===== config.mk =====
export PLATFORM = sky130hd
export DESIGN_NAME = fsk_front_flat
export DESIGN_NICKNAME = d
export VERILOG_FILES = /design/src/rtl/assert_macros.svh /design/src/rtl/fsk_pkg.sv /design/src/rtl/fsk_sample_if.sv /design/src/rtl/fsk_front.sv /design/src/flat_wrapper.sv
export SDC_FILE = /design/constraint.sdc
export NUM_CORES = 1
export LEC_CHECK = 0
export ABC_AREA = 0
export BUFFER_PORTS_ARGS = -buffer_cell sky130_fd_sc_hd__clkbuf_2
export CORE_MARGIN = 10
export CORE_UTILIZATION = 55
export CTS_CLUSTER_SIZE = 16
export DETAILED_ROUTE_END_ITERATION = 7
export PLACE_DENSITY = 0.87
export SYNTH_ARGS = -nofsm -noshare
export SYNTH_HDL_FRONTEND = slang
export SYNTH_SLANG_ARGS = --single-unit

===== constraint.sdc =====
create_clock -name clk -period 6.39 [get_ports clk]
set_clock_uncertainty 0.1 [all_clocks]
set_input_delay 0.3195 -clock clk [delete_from_list [all_inputs] [get_ports clk]]
set_output_delay 0.3195 -clock clk [all_outputs]
set_load 0.005 [all_outputs]

===== src/rtl/assert_macros.svh =====
// ----------------------------------------------------------------------------
// Assertion macros
// Concurrent assertion shorthands for the FSK demodulator RTL.
// ----------------------------------------------------------------------------
`ifndef ASSERT_MACROS_SVH
`define ASSERT_MACROS_SVH
`ifndef SYNTHESIS
// An expression that must hold at every clock edge outside reset.
`define ASSERT_HOLD(label, clk, rst_n, expr) \
	label: assert property (@(posedge clk) disable iff (!rst_n) (expr)) \
		else $error("invariant violated");
// A property, normally an implication, checked at every clock edge outside reset.
`define ASSERT_IMPL(label, clk, rst_n, prop) \
	label: assert property (@(posedge clk) disable iff (!rst_n) prop) \
		else $error("implication violated");
`else
`define ASSERT_HOLD(label, clk, rst_n, expr)
`define ASSERT_IMPL(label, clk, rst_n, prop)
`endif
`endif


===== src/rtl/fsk_pkg.sv =====
// ----------------------------------------------------------------------------
// FSK demodulator package
// Shared constants, types, the quarter-wave sine table and arithmetic helpers.
// ----------------------------------------------------------------------------
`default_nettype none

package fsk_pkg;

	localparam int SAMPLE_W        = 16;
	localparam int HILBERT_TAPS    = 101;
	localparam int CENTER          = (HILBERT_TAPS - 1) / 2;
	localparam int COEF_HALF       = 25;
	localparam int WINDOW_MAX      = 64;
	localparam int SINE_TABLE_BITS = 10;
	localparam int QUARTER         = 2 ** (SINE_TABLE_BITS - 2);
	localparam int DECIM_MID       = 25;
	localparam int DECIM_END       = 50;
	localparam int DECIM_W         = 6;
	localparam int QUEUE_DEPTH     = 4;
	localparam int PADDR_W         = 4;

	localparam int TAP_AW  = $clog2(HILBERT_TAPS);
	localparam int TAP_CW  = $clog2(HILBERT_TAPS + 1);
	localparam int COEF_AW = $clog2(COEF_HALF);
	localparam int WIN_AW  = $clog2(WINDOW_MAX);
	localparam int WIN_CW  = $clog2(WINDOW_MAX + 1);
	localparam int QUEUE_AW = $clog2(QUEUE_DEPTH);
	localparam int QUEUE_CW = $clog2(QUEUE_DEPTH + 1);
	localparam int FIR_ISSUES = 2 * COEF_HALF + 1;
	localparam int FIR_LAST   = FIR_ISSUES + 1;
	localparam int STEP_MAX   = (FIR_LAST > WINDOW_MAX) ? FIR_LAST : WINDOW_MAX;
	localparam int STEP_W     = $clog2(STEP_MAX + 1);
	localparam int ACC_W      = 40;
	localparam int MIX_W      = 18;

	localparam logic [31:0] TONE0_STEP_RST = 32'd515396076;
	localparam logic [31:0] TONE1_STEP_RST = 32'd558345748;
	localparam logic [6:0]  WINDOW_LEN_RST = 7'd50;

	localparam logic [1:0] REG_TONE0_STEP = 2'd0;
	localparam logic [1:0] REG_TONE1_STEP = 2'd1;
	localparam logic [1:0] REG_WINDOW_LEN = 2'd2;

	localparam logic [15:0] HALF_COEF [COEF_HALF] = '{
		16'd20832, 16'd6866, 16'd4028, 16'd2782, 16'd2067, 16'd1598, 16'd1262,
		16'd1008, 16'd810, 16'd651, 16'd522, 16'd416, 16'd330, 16'd258,
		16'd200, 16'd153, 16'd115, 16'd85, 16'd61, 16'd43, 16'd29, 16'd19,
		16'd12, 16'd7, 16'd4
	};

	localparam logic [63:0] Q30_ONE     = 64'd1073741824;
	localparam logic [63:0] Q30_HALF_PI = 64'd1686629713;
	localparam logic [63:0] TAYLOR_DIV [5] = '{64'd110, 64'd72, 64'd42, 64'd20, 64'd6};

	typedef logic [15:0] qtab_t [QUARTER];

	typedef struct packed {
		logic signed [SAMPLE_W-1:0] audio_sample;
		logic                       emit;
		logic                       decim_phase;
	} q_item_t;

	typedef struct packed {
		logic    valid;
		q_item_t item;
	} q_head_t;

	typedef struct packed {
		logic [31:0] tone0_phase_step;
		logic [31:0] tone1_phase_step;
		logic [6:0]  window_len;
	} cfg_t;

	typedef struct packed {
		logic signed [MIX_W-1:0] t1_re;
		logic signed [MIX_W-1:0] t1_im;
		logic signed [MIX_W-1:0] t0_re;
		logic signed [MIX_W-1:0] t0_im;
	} win_entry_t;

	typedef enum logic [3:0] {
		ST_IDLE,
		ST_FIR,
		ST_FIN,
		ST_MIX,
		ST_WRITE,
		ST_SUM,
		ST_SQR_RE,
		ST_SQR_IM,
		ST_OUT
	} state_t;

	// Sine on the first quarter wave: Taylor series in Q30, scaled to 32767.
	function automatic logic [15:0] quarter_sine(input int unsigned q);
		logic [63:0] x;
		logic [63:0] x2;
		logic [63:0] t;
		logic [63:0] s;
		int i;
		x = (64'(q) * Q30_HALF_PI) / QUARTER;
		x2 = (x * x) >> 30;
		t = Q30_ONE;
		for (i = 0; i < 5; i++) begin
			t = Q30_ONE - ((x2 * t) >> 30) / TAYLOR_DIV[i];
		end
		s = (x * t) >> 30;
		s = (s * 64'd32767 + 64'd536870912) >> 30;
		return (s > 64'd32767) ? 16'd32767 : s[15:0];
	endfunction

	// Entry m holds the quarter-wave sine at step m + 1; step 0 is zero.
	function automatic qtab_t build_qtab();
		qtab_t tab;
		int m;
		for (m = 0; m < QUARTER; m++) begin
			tab[m] = quarter_sine(m + 1);
		end
		return tab;
	endfunction

	localparam qtab_t QTAB = build_qtab();

	function automatic logic signed [15:0] sine_at(input logic [SINE_TABLE_BITS-1:0] k);
		logic [1:0]                 quad;
		logic [SINE_TABLE_BITS-3:0] r;
		logic [SINE_TABLE_BITS-2:0] m;
		logic [SINE_TABLE_BITS-2:0] mi;
		logic signed [15:0]         v;
		quad = k[SINE_TABLE_BITS-1 -: 2];
		r = k[SINE_TABLE_BITS-3:0];
		m = quad[0] ? ((SINE_TABLE_BITS-1)'(QUARTER) - {1'b0, r}) : {1'b0, r};
		mi = m - 1'b1;
		v = (m == '0) ? 16'sd0 : $signed(QTAB[mi[SINE_TABLE_BITS-3:0]]);
		return quad[1] ? -v : v;
	endfunction

	// Round off 15 fraction bits and saturate to a 16-bit sample.
	function automatic logic signed [15:0] round_sat16(input logic signed [ACC_W-1:0] v);
		logic signed [ACC_W-1:0] r;
		r = (v + ACC_W'(16384)) >>> 15;
		if ((&r[ACC_W-1:15]) || !(|r[ACC_W-1:15])) begin
			return r[15:0];
		end
		return r[ACC_W-1] ? 16'sh8000 : 16'sh7fff;
	endfunction

	// Round a mixer sum from Q3.30 to Q3.15; the result always fits MIX_W bits.
	function automatic logic signed [MIX_W-1:0] round_mix(input logic signed [32:0] v);
		logic signed [32:0] r;
		r = (v + 33'sd16384) >>> 15;
		return r[MIX_W-1:0];
	endfunction

	function automatic logic signed [31:0] sat_add32(input logic signed [31:0] a,
			input logic signed [MIX_W-1:0] b);
		logic signed [32:0] s;
		s = {a[31], a} + {{(33 - MIX_W){b[MIX_W-1]}}, b};
		if (s[32] != s[31]) begin
			return s[32] ? 32'sh80000000 : 32'sh7fffffff;
		end
		return s[31:0];
	endfunction

endpackage

`default_nettype wire


===== src/rtl/fsk_sample_if.sv =====
// ----------------------------------------------------------------------------
// Sample channel
// Valid/ready channel carrying one audio sample per request.
// ----------------------------------------------------------------------------
`default_nettype none

interface fsk_sample_if;
	import fsk_pkg::*;

	logic                       valid;
	logic                       ready;
	logic signed [SAMPLE_W-1:0] audio_sample;

	modport source (output valid, output audio_sample, input ready);
	modport sink (input valid, input audio_sample, output ready);
endinterface

`default_nettype wire


===== src/rtl/fsk_front.sv =====
// ----------------------------------------------------------------------------
// FSK front end
// Accepts samples, tags them with the decimation outcome and queues them.
// ----------------------------------------------------------------------------
`default_nettype none

module fsk_front (
	input  logic            clk,
	input  logic            arst_n,
	fsk_sample_if.sink      sample_ch,
	input  logic            pop,
	output fsk_pkg::q_head_t head
);
	import fsk_pkg::*;

	logic [DECIM_W-1:0]  decim_q;
	logic [DECIM_W-1:0]  decim_inc;
	logic                push;
	q_item_t             item_in;
	q_item_t             q_mem [QUEUE_DEPTH];
	logic [QUEUE_AW-1:0] wr_ptr_q;
	logic [QUEUE_AW-1:0] rd_ptr_q;
	logic [QUEUE_CW-1:0] count_q;

	assign sample_ch.ready = (count_q != QUEUE_CW'(QUEUE_DEPTH));
	assign push = sample_ch.valid && sample_ch.ready;
	assign decim_inc = decim_q + 1'b1;

	// A chip falls due at the middle and at the end of every decimation period.
	always_comb begin
		item_in.audio_sample = sample_ch.audio_sample;
		item_in.emit = (decim_inc == DECIM_W'(DECIM_MID)) || (decim_inc >= DECIM_W'(DECIM_END));
		item_in.decim_phase = (decim_inc >= DECIM_W'(DECIM_END));
	end

	always_ff @(posedge clk or negedge arst_n) begin
		if (!arst_n) begin
			decim_q <= '0;
		end else if (push) begin
			decim_q <= (decim_inc >= DECIM_W'(DECIM_END)) ? '0 : decim_inc;
		end
	end

	always_ff @(posedge clk) begin
		if (push) begin
			q_mem[wr_ptr_q] <= item_in;
		end
	end

	always_ff @(posedge clk or negedge arst_n) begin
		if (!arst_n) begin
			wr_ptr_q <= '0;
			rd_ptr_q <= '0;
			count_q <= '0;
		end else begin
			if (push) begin
				wr_ptr_q <= wr_ptr_q + 1'b1;
			end
			if (pop) begin
				rd_ptr_q <= rd_ptr_q + 1'b1;
			end
			priority if (push && !pop) begin
				count_q <= count_q + 1'b1;
			end else if (pop && !push) begin
				count_q <= count_q - 1'b1;
			end
		end
	end

	assign head.valid = (count_q != '0);
	assign head.item = q_mem[rd_ptr_q];

endmodule

`default_nettype wire


===== src/flat_wrapper.sv =====
// flat-port wrapper written by rule: the top's interface ports become plain ports
module fsk_front_flat import fsk_pkg::*;
  (clk, arst_n, pop, head, sample_ch_valid, sample_ch_audio_sample, sample_ch_ready);
  fsk_sample_if sample_ch_i ();
  input  logic clk;
  input  logic arst_n;
  input  logic pop;
  output fsk_pkg::q_head_t head;
  input wire logic [$bits(sample_ch_i.valid)-1:0] sample_ch_valid;
  input wire logic [$bits(sample_ch_i.audio_sample)-1:0] sample_ch_audio_sample;
  output wire logic [$bits(sample_ch_i.ready)-1:0] sample_ch_ready;
  assign sample_ch_i.valid = sample_ch_valid;
  assign sample_ch_i.audio_sample = sample_ch_audio_sample;
  assign sample_ch_ready = sample_ch_i.ready;
  fsk_front u_core (.clk(clk), .arst_n(arst_n), .sample_ch(sample_ch_i), .pop(pop), .head(head));
endmodule

Word level (Yosys, flattened, before mapping)
Memory sizes are Yosys's and may differ from the RTL's.
Cells that the tools add are included.
- equal/unequal tests: 2
- add/sub/neg operators: 5
- multiply operators: 0
- $lt $le $gt $ge: 1
- divide/modulo/power cells: 0
- shift operators: 0
- reduce and logical (&&, ||, !) cells: 8
- muxes and demuxes: 5
- bitwise gates (word level): 0
- operators by type and width (cell ; number):
    adder 6 x 1 -> 6 bit, second input constant ; 1
    == test 6 x 5 -> 1 bit, second input constant ; 1
    greater-or-equal comparator 6 bit, second input constant ; 1
    2-to-1 mux 3 bit ; 2
    2-to-1 mux 6 bit ; 1
    adder 2 x 1 -> 2 bit, second input constant ; 2
    adder 3 x 1 -> 3 bit, second input constant ; 1
    logical AND 1 bit ; 3
    inequality test 3 bit, second input constant ; 1
    nonzero test 3 bit ; 1
    subtractor 3 x 1 -> 3 bit, second input constant ; 1
    logical NOT 1 bit ; 2
    2-to-1 mux 1 bit ; 2
    nonzero test 2 bit ; 1
    logical OR 1 bit ; 1
- memories kept: 1
- bits in registers: 13
- memory bits (read-only): 0
- bits in latches: 0
- input bits: 20
- bits in writable memories: 72
- word-level logic and storage cells: 26
- memory list (name ; depth ; bits a word ; rd ports ; clocked after Yosys merged registers in ; wr ports ; RTL line ; source):
    u_core.q_mem ; 4 ; 18 ; 1 ; 0 ; 1 ; fsk_front.sv:20 ; q_item_t q_mem [QUEUE_DEPTH];

Depth between registers and ports, before layout
- depth in word-level cells: 6
- gate-level depth with buffers: 10
- gate-level depth less buffers: 10

Least setup slack after synthesis
OpenSTA, ideal clock, no wires.
- path kind: register to register
- start: register u_core.count_q[0]
- end: register u_core.count_q[1]
- path buffers: 0
- required time: 6165 ps
- stages on the path, launching flop included: 9
- clock period less this slack: 2105 ps
- arrival: 1880 ps
- path slack: 4285 ps
- cell sequence: dfrtp_1 -> nor2_1 -> nand2_1 -> nand2_2 -> inv_1 -> ha_1 -> inv_1 -> fa_1 -> mux2_2
- cells in the longest elaborated chain, start to end: 5
- elaborated cells between the ends (all ways): 10
- classes of those cells: 2 x add/sub; 1 x eq/ne; 2 x mux; 5 x reduce/logical
- RTL lines (item ; RTL line ; source):
    start, declared ; fsk_front.sv:23 ; logic [QUEUE_CW-1:0] count_q;
    start signal, assigned ; fsk_front.sv:63 ; count_q <= count_q + 1'b1;
    start signal, assigned ; fsk_front.sv:65 ; count_q <= count_q - 1'b1;
    inequality test 3 bit * ; fsk_front.sv:25 ; assign sample_ch.ready = (count_q != QUEUE_CW'(QUEUE_DEPTH));
    net sample_ch_ready ; flat_wrapper.sv:11 ; output wire logic [$bits(sample_ch_i.ready)-1:0] sample_ch_ready;
    logical AND 1 bit * ; fsk_front.sv:26 ; assign push = sample_ch.valid && sample_ch.ready;
    net u_core.push ; fsk_front.sv:18 ; logic push;
    logical NOT 1 bit ; fsk_front.sv:64 ; end else if (pop && !push) begin
    logical AND 1 bit ; fsk_front.sv:64 ;
    nonzero test 2 bit (no line) ; -- ;
Mark *: on every way through the listed nets, which the timed path passes. The rest lies on a longest branch. The select of a mux whose other input is x is not followed.
A chain may end at the register's enable or synchronous reset.

==> metrics.md <==
| Metric | Value |
|---|---|
| Status | `finished clean` |
| CTS sink count | `85` |
| Pwr per Cell Area | `444 mW/mm^2` |
| Reg2reg start | `u_core.count_q[0]` |
| NumNets Final | `approximately 270` |
| Pleak | `roughly 0.0015 uW` |
| Clock root buffer | `clkbuf_8` |
| Worst-Margin Slew | `930 ps` |
| Slew HR | `38.0%` |
| # diodes | `0` |
| Routing usage on met3 | `5.12%` |
| Slowest Stage Delay on Critical Path | `roughly 700 ps` |
| Post-layout minimum cycle time | `between 2000 and 2500 ps` |
| Sequential share of the synthesized area | `between 70% and 80%` |
| DRC | `0` |
| Synth top cells by count | `edfxtp_1, mux4_2, dfrtp_1` |
| Synth area leaders | `edfxtp_1, mux4_2, dfrtp_1` |
| Worst-path cell chain | `buf_4, mux4_2, clkbuf_2` |
| Area grow syn2layout | `13.2%` |
| Crit path setup slack, layout | `between 3000 and 4000 ps` |
| Max Clk Rate | `around 400 MHz` |
| YS warnings | `0` |
| Cells after synthesis | `around 190` |
| Die area | `0.00995 mm^2` |
| Post-synthesis instance area | `about 0.0035 mm^2` |
| Overall Power | `1760 uW` |
| Main synth FF type | `edfxtp_1` |
| Core area | `0.00606 mm^2` |
| Library cells used by synthesis | `33` |
| Placement Setup Slack | `4080 ps` |
| Critical path peak fanout | `11` |
| Worst Min Path Start | `sample_ch_audio_sample[5]` |
| Starting density of the core | `57.7%` |
| Unrepaired setup endpoints after global routing | `false` |
| Post-Syn Nets | `221` |
| Final period util | `39.0%` |
| CTS resizes | `0` |
| Worst Hold Class | `input port to register` |
| Overflow after GRT | `0` |
| Final ANT Viol Nets | `0` |
| Fillcell total | `399` |
| EDFF count, synth | `72` |
| CP Launch Type | `register` |
| Type of the worst setup path | `register to primary output` |
| Vias in the first global route | `between 1500 and 2000` |
| Layout cells sized above 1 | `between 30% and 40%` |
| CTS Buffer Depth | `2` |
| Ys async rst share | `15.3%` |
| #FFs+latches synth | `85` |
| # port buffers | `39` |
| First-pass GRT wire length | `9180 um` |
| Top cell type by total area after synthesis | `edfxtp_1` |
| H-tree Lvls | `3` |
| Placed cells | `301` |
| Max-Cap Viols | `0` |
| Met1 Use GR | `between 10% and 20%` |
| DR pass1 iterations | `5` |
| Final Hold Vio Count | `0` |
| Count leader, synth | `edfxtp_1` |
| Row cnt | `28` |
| Max-slew violations | `0` |
| Via density | `5.58` |
| Placer Congestion | `0.916` |
| Die Y | `99.7 um` |
| Final WL | `5740 um` |
| Num CTS Buffers | `9` |
| Reg clk slew, reported paths | `80 ps` |
| Maximum VDD drop | `about 0.26 mV` |
| Post-route insts no fill | `318` |
| Setup TNS Final | `0 ps` |
| Yosys top cell area share | `roughly 60%` |
| CP max-delay cell | `dfrtp_1` |
| Synthesized area per cell | `~18 um^2` |
| Die X-Extent | `99.7 um` |
| Routed vias | `~1800` |
| Detailed Place HPWL | `3910 um` |
| CP Launch Point | `u_core.rd_ptr_q[0]` |
| CTS tree | `built` |
| Largest net degree at the start of global routing | `20` |
| WP data required | `5970 ps` |
| Final setup fails | `0` |
| Most used routing layer in global routing | `met2` |
| WL/cell | `18.0 um` |
| M2 GR Usage | `20.7%` |
| Critical path data arrival time | `between 2000 and 2500 ps` |
| Drt initial violations | `between 90 and 100` |
| # IOs | `40` |
| Initial antenna violation count | `0` |
| Endpoint type of the worst setup path | `primary output` |
| Clk_lat worst skew | `340 ps` |
| GRT Overall Usage | `12.0%` |
-- where the power goes --
part	internal [uW]	leakage, uW	switching [uW]
combinational	275	0.000548	266
sequential	746	0.000820	105
clock	182	0.0000976	182
total	1200	0.00147	553
-- cells by family after synthesis --
kind of cell	Yosys count	share of synthesized area (%)
AOI/OAI and AO/OA	19	3.33
muxes	19	11.9
xor gates and xnor gates	10	2.72
buffers and inverters	17	2.40
and+or+nand+nor	33	5.05
adders and majority gates	9	3.44
DFF	85	71.2
-- cells in the final DEF, fill, tap and decap left out, drive strengths merged --
master       instances
o21a                 1
a21oi                5
nor2b                1
and3b                1
nand3                2
ha                   8
fa                   1
clkinv               3
and2                 1
inv                 13
o31ai                1
nand4                2
mux2                 1
nor4b                1
a31oi                1
buf                  1
clkinvlp             1
nand2               13
o211ai               2
nor2                 6
dfrtp               13
xnor2                7
xor2                 3
dlygate4sd3          1
or2                  1
clkbuf              48
bufinv               1
and3                 4
o21ai                8
mux4                18
edfxtp              72
nor3                 1
a31o                 1
-- layer usage --
metal | vias up | wire, um
li1 | 833 | -
met5 | - | 0
met3 | 6 | 321
met4 | 0 | 34
met2 | 51 | 3030
met1 | 885 | 2350
-- through the flow --
step                utilization [%]  cell area, um^2  hold WS (ps)
finish                         65.3             3960          91.1
global route                   65.3             3960          65.4
CTS                            65.3             3960          72.8
detailed placement             61.9             3750           140
global placement               61.9             3750           127
floorplan                         -             3500         -76.1
-- worst max-delay path, delay by kind of cell, from the launching register on --
family / cells / cell delay (ps)
buffers and inverters: 2 / 490
DFF: 1 / 700
muxes: 1 / 540
-- repair_timing --
item | 4_1_cts | 5_1_grt
setup buffers | 0 | 0
hold buffers | 1 | 0
endpoints found under the hold margin | 13 | 0
-- path summary, 6_finish.rpt --
path	end	slack [ps]	depth (start not counted)
worst min register to register	u_core.wr_ptr_q[0]	440	1
max in group asynchronous	u_core.rd_ptr_q[1]	5630	2
min in group asynchronous	u_core.decim_q[3]	310	2
worst min-delay path	u_core.q_mem[0][7]	90	1
worst max register to register	u_core.count_q[2]	4050	10
worst max-delay path	head[1]	3900	3
-- flip-flops by register name (all words and copies together) (netlist names) --
signal / flops
u_core.q_mem: 72
u_core.decim_q: 6
u_core.count_q: 3
u_core.rd_ptr_q: 2
u_core.wr_ptr_q: 2
-- area by class of cell --
type	instances	area (um^2)	share of cell area, %
Multi-Input combinational cell	90	925	23.4
Inverter	11	41.3	1.04
Sequential cell	85	2490	62.9
Clock inverter	7	72.6	1.83
Tap cell	75	93.8	2.37
Clock buffer	9	124	3.13
Timing Repair Buffer	41	213	5.38
No activity file was read; power rests on OpenSTA's default activity.
